--- src/hdl/dbto_fifo.sv ---
// ----------------------------------------------------------------------------
// dbto_fifo
// Small register queue with first-word fall-through, used between the front
// and back ends and for the result words.
// ----------------------------------------------------------------------------
`default_nettype none

module dbto_fifo #(
    parameter int WIDTH = 8,
    parameter int DEPTH = 2
) (
    input  wire logic             clk,
    input  wire logic             rst_n,
    input  wire logic             push,
    input  wire logic [WIDTH-1:0] wdata,
    output logic                  full,
    input  wire logic             pop,
    output logic [WIDTH-1:0]      rdata,
    output logic                  empty
);

    localparam int AW = (DEPTH > 1) ? $clog2(DEPTH) : 1;
    localparam int CW = $clog2(DEPTH + 1);

    logic [WIDTH-1:0] slot_reg [DEPTH];
    logic [AW-1:0]    wr_ptr_reg, wr_ptr_next;
    logic [AW-1:0]    rd_ptr_reg, rd_ptr_next;
    logic [CW-1:0]    count_reg, count_next;
    logic             do_push, do_pop;

    assign full    = (count_reg == CW'(DEPTH));
    assign empty   = (count_reg == '0);
    assign do_push = push && !full;
    assign do_pop  = pop && !empty;
    assign rdata   = slot_reg[rd_ptr_reg];

    // advance pointers, wrap at the depth
    always_comb
    begin
        wr_ptr_next = wr_ptr_reg;
        rd_ptr_next = rd_ptr_reg;
        count_next  = count_reg;
        if (do_push)
        begin
            wr_ptr_next = (32'(wr_ptr_reg) == DEPTH - 1) ? '0 : wr_ptr_reg + 1'b1;
        end
        if (do_pop)
        begin
            rd_ptr_next = (32'(rd_ptr_reg) == DEPTH - 1) ? '0 : rd_ptr_reg + 1'b1;
        end
        if (do_push && !do_pop)
        begin
            count_next = count_reg + 1'b1;
        end
        else if (do_pop && !do_push)
        begin
            count_next = count_reg - 1'b1;
        end
    end

    always_ff @(posedge clk or negedge rst_n)
    begin
        if (!rst_n)
        begin
            wr_ptr_reg <= '0;
            rd_ptr_reg <= '0;
            count_reg  <= '0;
        end
        else
        begin
            wr_ptr_reg <= wr_ptr_next;
            rd_ptr_reg <= rd_ptr_next;
            count_reg  <= count_next;
        end
    end

    // store the pushed word
    always_ff @(posedge clk)
    begin
        if (do_push)
        begin
            slot_reg[wr_ptr_reg] <= wdata;
        end
    end

endmodule

`default_nettype wire

--- config.mk ---
export PLATFORM = sky130hd
export DESIGN_NAME = dbto_fifo
export DESIGN_NICKNAME = d
export VERILOG_FILES = /design/src/hdl/dbto_fifo.sv
export SDC_FILE = /design/constraint.sdc
export NUM_CORES = 1
export LEC_CHECK = 0
export ABC_AREA = 1
export BUFFER_PORTS_ARGS = -buffer_cell sky130_fd_sc_hd__buf_2
export CAP_MARGIN = 20
export CORE_ASPECT_RATIO = 1.25
export CORE_MARGIN = 2
export CORE_UTILIZATION = 40
export CTS_CLUSTER_DIAMETER = 30
export CTS_CLUSTER_SIZE = 8
export DETAILED_ROUTE_END_ITERATION = 12
export PLACE_DENSITY = 0.6
export SYNTH_ARGS = -nofsm -noshare
export SYNTH_HDL_FRONTEND = slang
export SYNTH_SLANG_ARGS = --single-unit
--- constraint.sdc ---
create_clock -name clk -period 3.5 [get_ports clk]
set_clock_uncertainty 0.1 [all_clocks]
set_input_delay 0.7 -clock clk [delete_from_list [all_inputs] [get_ports clk]]
set_output_delay 0.7 -clock clk [all_outputs]
set_load 0.01 [all_outputs]
==> impl_table.tex <==
\begin{tabular}{lr}
\hline
Metric & Value \\
\hline
\multicolumn{2}{l}{\textbf{Setup path}} \\
\quad Critical path buffer and inverter count & 2 \\
\quad Data arrival time of the worst path & 1.26 ns \\
\quad Critical-path cell with the highest stage delay & sky130\_fd\_sc\_hd\_\_dfrtp\_1 \\
\quad Critical Path End Type & primary output \\
\quad Sequence of cells on the critical path & inv\_2, nand2\_1, nand2\_1, buf\_2 \\
\quad Data required time at the worst endpoint & 2.70 ns \\
\quad Setup CP Type & flip-flop to primary output \\
\quad Cell mode on critical path & sky130\_fd\_sc\_hd\_\_nand2\_1 \\
\quad Kind of start point of the critical path & flip-flop \\
\quad Largest stage delay on the critical path & 0.54 ns \\
\quad Top delay family on crit path & flip-flops \\
\quad Critical-path maximum fanout & 10 \\
\multicolumn{2}{l}{\textbf{Timing}} \\
\quad Post-route setup TNS & 0 ns \\
\quad Unrepaired setup endpoints after global routing & no \\
\quad Final max-slew violation count & 0 \\
\quad FMAX & 485 MHz \\
\quad Setup violators final & 0 \\
\quad Worst hold slack & 0.0968 ns \\
\quad Number of hold violations in the final report & 0 \\
\quad Post-route fraction of the period consumed by the critical path & 0.590 \\
\quad Min Tclk post-route & 2.06 ns \\
\quad Transition at the pin with the smallest max-transition slack & 0.673 ns \\
\quad Worst slew slack as a fraction of its limit & 0.550 \\
\multicolumn{2}{l}{\textbf{Final layout}} \\
\quad Flip-flop count of the largest register after layout & 16 \\
\quad Final design area excluding fillers & 961 um2 \\
\quad Nets & 111 \\
\quad Number of antenna cells inserted & 0 \\
\quad Commonest non-fill, non-tap cell in the layout & sky130\_fd\_sc\_hd\_\_nand2\_1 \\
\quad Signed area change from the synthesized netlist to the final layout & 18.7\% \\
\quad Commonest non-fill, non-tap cells in the layout & sky130\_fd\_sc\_hd\_\_nand2\_1 (33), sky130\_fd\_sc\_hd\_\_buf\_2 (21), sky130\_fd\_sc\_hd\_\_edfxtp\_1 (16), sky130\_fd\_sc\_hd\_\_inv\_1 (7), sky130\_fd\_sc\_hd\_\_dfrtp\_1 (4) \\
\quad Fraction of final layout cells with drive strength greater than 1 & 0.278 \\
\multicolumn{2}{l}{\textbf{Yosys}} \\
\quad Portion of the post-synthesis area used by sequential elements & 0.717 \\
\quad Post-synthesis net count & 86 \\
\quad Multiplexer area fraction after synthesis & 0 \\
\quad Syn Inst Count & 73 \\
\quad Post-synthesis share of cell area spent on and, or, nand and nor gates & 0.201 \\
\quad Synthesis Warnings & 0 \\
\quad Synthesized flop and latch total & 20 \\
\quad Main combinational cell family by area after synthesis & simple AND/OR/NAND/NOR gates \\
\quad Fraction of the mapped netlist area in adder cells & 0.0155 \\
\quad Netlist Area Pre-Place & 810 um2 \\
\quad Post-synthesis xor/xnor area fraction & 0.0108 \\
\quad Complex-gate fraction of the synthesized area & 0.0124 \\
\quad Yosys cell types & 14 \\
\quad Post-synthesis area per instance & 11.1 um2 \\
\multicolumn{2}{l}{\textbf{Global routing}} \\
\quad Maximum number of pins on one net before global-route repair & 12 \\
\quad Global-route wire length before repair & 2000 um \\
\quad Overflow after GRT & 0 \\
\quad Number of global-route vias before repair & 489 \\
\quad Overall fraction of global-route tracks in use & 0.120 \\
\quad Initial antenna violation count & 0 \\
\multicolumn{2}{l}{\textbf{Power}} \\
\quad Highest ir drop seen on vdd & 0.364 mV \\
\quad Power Dens Cells & 790 mW/mm2 \\
\quad Leakage power & 0.460 nW \\
\multicolumn{2}{l}{\textbf{Route}} \\
\quad Total routed wirelength & 1320 um \\
\quad Post-DRT Antenna Nets & 0 \\
\quad Top routing layer in use & met4 \\
\quad Wire length on met3 & 57 um \\
\quad Detailed-routed wire length on met2 & 679 um \\
\quad Pre-antenna DRT Iters & 4 \\
\quad Wire length on met1 & 569 um \\
\quad DR iter-0 viols & 5 \\
\quad Wire length per cell & 11.3 um \\
\quad Vias per std cell & 4.70 \\
\quad Via count & 550 \\
\quad DRC Markers & 0 \\
\multicolumn{2}{l}{\textbf{Die}} \\
\quad Width of the die & 44.2 um \\
\quad Die area & 0.00240 mm2 \\
\quad I/O pin total & 22 \\
\quad Num rows & 18 \\
\quad Starting utilization of the core area & 0.418 \\
\quad Core area & 0.00194 mm2 \\
\quad DIE HEIGHT & 54.3 um \\
\multicolumn{2}{l}{\textbf{Clock tree}} \\
\quad Post-cts resize count & 0 \\
\quad Number of buffers on the longest clock path & 2 \\
\quad Clock transition time at the flip-flop clock pins of the worst setup and hold paths & 0.10 ns \\
\quad Root buffer selected by CTS & sky130\_fd\_sc\_hd\_\_clkbuf\_4 \\
\quad Post-CTS setup repair buffer count & 0 \\
\quad \# H-tree levels & 1 \\
\quad Number of clock sinks & 20 \\
\quad Clock network latency to the later pin of the worst-skew pair & 0.29 ns \\
\quad Clock tree from TritonCTS & built \\
\quad Hold buffer count at cts & 0 \\
\quad CTS buffer count & 3 \\
\multicolumn{2}{l}{\textbf{Placed design}} \\
\quad Half-perimeter wire length after detailed placement & 959 um \\
\quad Count of buffers from port buffering & 21 \\
\quad Cell Area, Placed & 935 um2 \\
\quad Final weighted congestion in routability-driven placement & 0.655 \\
\multicolumn{2}{l}{\textbf{Min path}} \\
\quad Min-Delay Path Class & input pin to asynchronous set/reset pin \\
\multicolumn{2}{l}{\textbf{Run status}} \\
\quad Result of the run & finished, final reports clean \\
\multicolumn{2}{l}{\textbf{Flow run}} \\
\quad \# Max-Cap Violations & 0 \\
\hline
\end{tabular}
[metrics by stage]
| stage | setup WS, ns | cells | power [mW] | util |
|---|---|---|---|---|
| 2_1_floorplan | 1.86 | 73 | 0.560 | - |
| 3_3_place_gp | 1.63 | 113 | 0.652 | 0.483 |
| 3_5_place_dp | 1.58 | 113 | 0.663 | 0.483 |
| 4_1_cts | 1.39 | 117 | 0.769 | 0.496 |
| 5_1_grt | 1.32 | 117 | 0.817 | 0.496 |
| 6_report | 1.44 | 117 | 0.760 | 0.496 |
[per-layer routing]
layer / global-route usage / vias to the layer above
met1: 0.133 / 252
met4: 0.0808 / 0
met3: 0.0231 / 2
met2: 0.208 / 13
li1: - / 283
met5: 0 / -
[layout make-up]
| cell class | count | area, um2 |
|---|---|---|
| clock buffers | 3 | 22.5 |
| clock inverters | 1 | 3.75 |
| fillers | 196 | 976 |
| inverters | 8 | 30.0 |
| multi-input cells | 44 | 194 |
| flip-flops and latches | 20 | 581 |
| well taps | 20 | 25.0 |
| repair buffers | 21 | 105 |
[Yosys cell counts]
cell type                  instances  area share
sky130_fd_sc_hd__o21ai_0           2       0.012
sky130_fd_sc_hd__inv_1             7       0.032
sky130_fd_sc_hd__nor2_1            2      0.0093
sky130_fd_sc_hd__ha_1              1       0.015
sky130_fd_sc_hd__xnor2_1           1       0.011
sky130_fd_sc_hd__nand2_1          33        0.15
sky130_fd_sc_hd__inv_2             1      0.0046
sky130_fd_sc_hd__nand3b_1          1      0.0093
sky130_fd_sc_hd__buf_2             1      0.0062
sky130_fd_sc_hd__dfrtp_1           4        0.12
sky130_fd_sc_hd__nor2_2            2       0.015
sky130_fd_sc_hd__edfxtp_1         16        0.59
sky130_fd_sc_hd__nand4_1           1      0.0077
sky130_fd_sc_hd__nand3_1           1      0.0062
[kinds of logic after synthesis]
logic type      after synthesis
fa+ha+maj                     1
compound gates                2
simple gates                 40
flops                        20
buf+inv                       9
xor+xnor                      1
[path summary, 6_finish.rpt]
check	start	end	slack, ns	depth (start not counted)
min in group clk	wr_ptr_reg	wr_ptr_reg	0.40	2
hold / removal	rst_n	count_reg[0]	0.1	1
hold reg to reg	wr_ptr_reg	wr_ptr_reg	0.40	2
max in group asynchronous	rst_n	rd_ptr_reg	3.08	1
setup / recovery	rd_ptr_reg	rdata[7]	1.44	4
setup reg to reg	count_reg[1]	slot_reg[1][1]	1.84	3
[power breakdown]
part | internal [mW] | switching [mW] | total [mW]
Clock | 0.0414 | 0.0662 | 0.108
Sequential | 0.331 | 0.0453 | 0.376
Combinational | 0.105 | 0.171 | 0.276
Note: power is estimated with default switching activity, not from simulation.
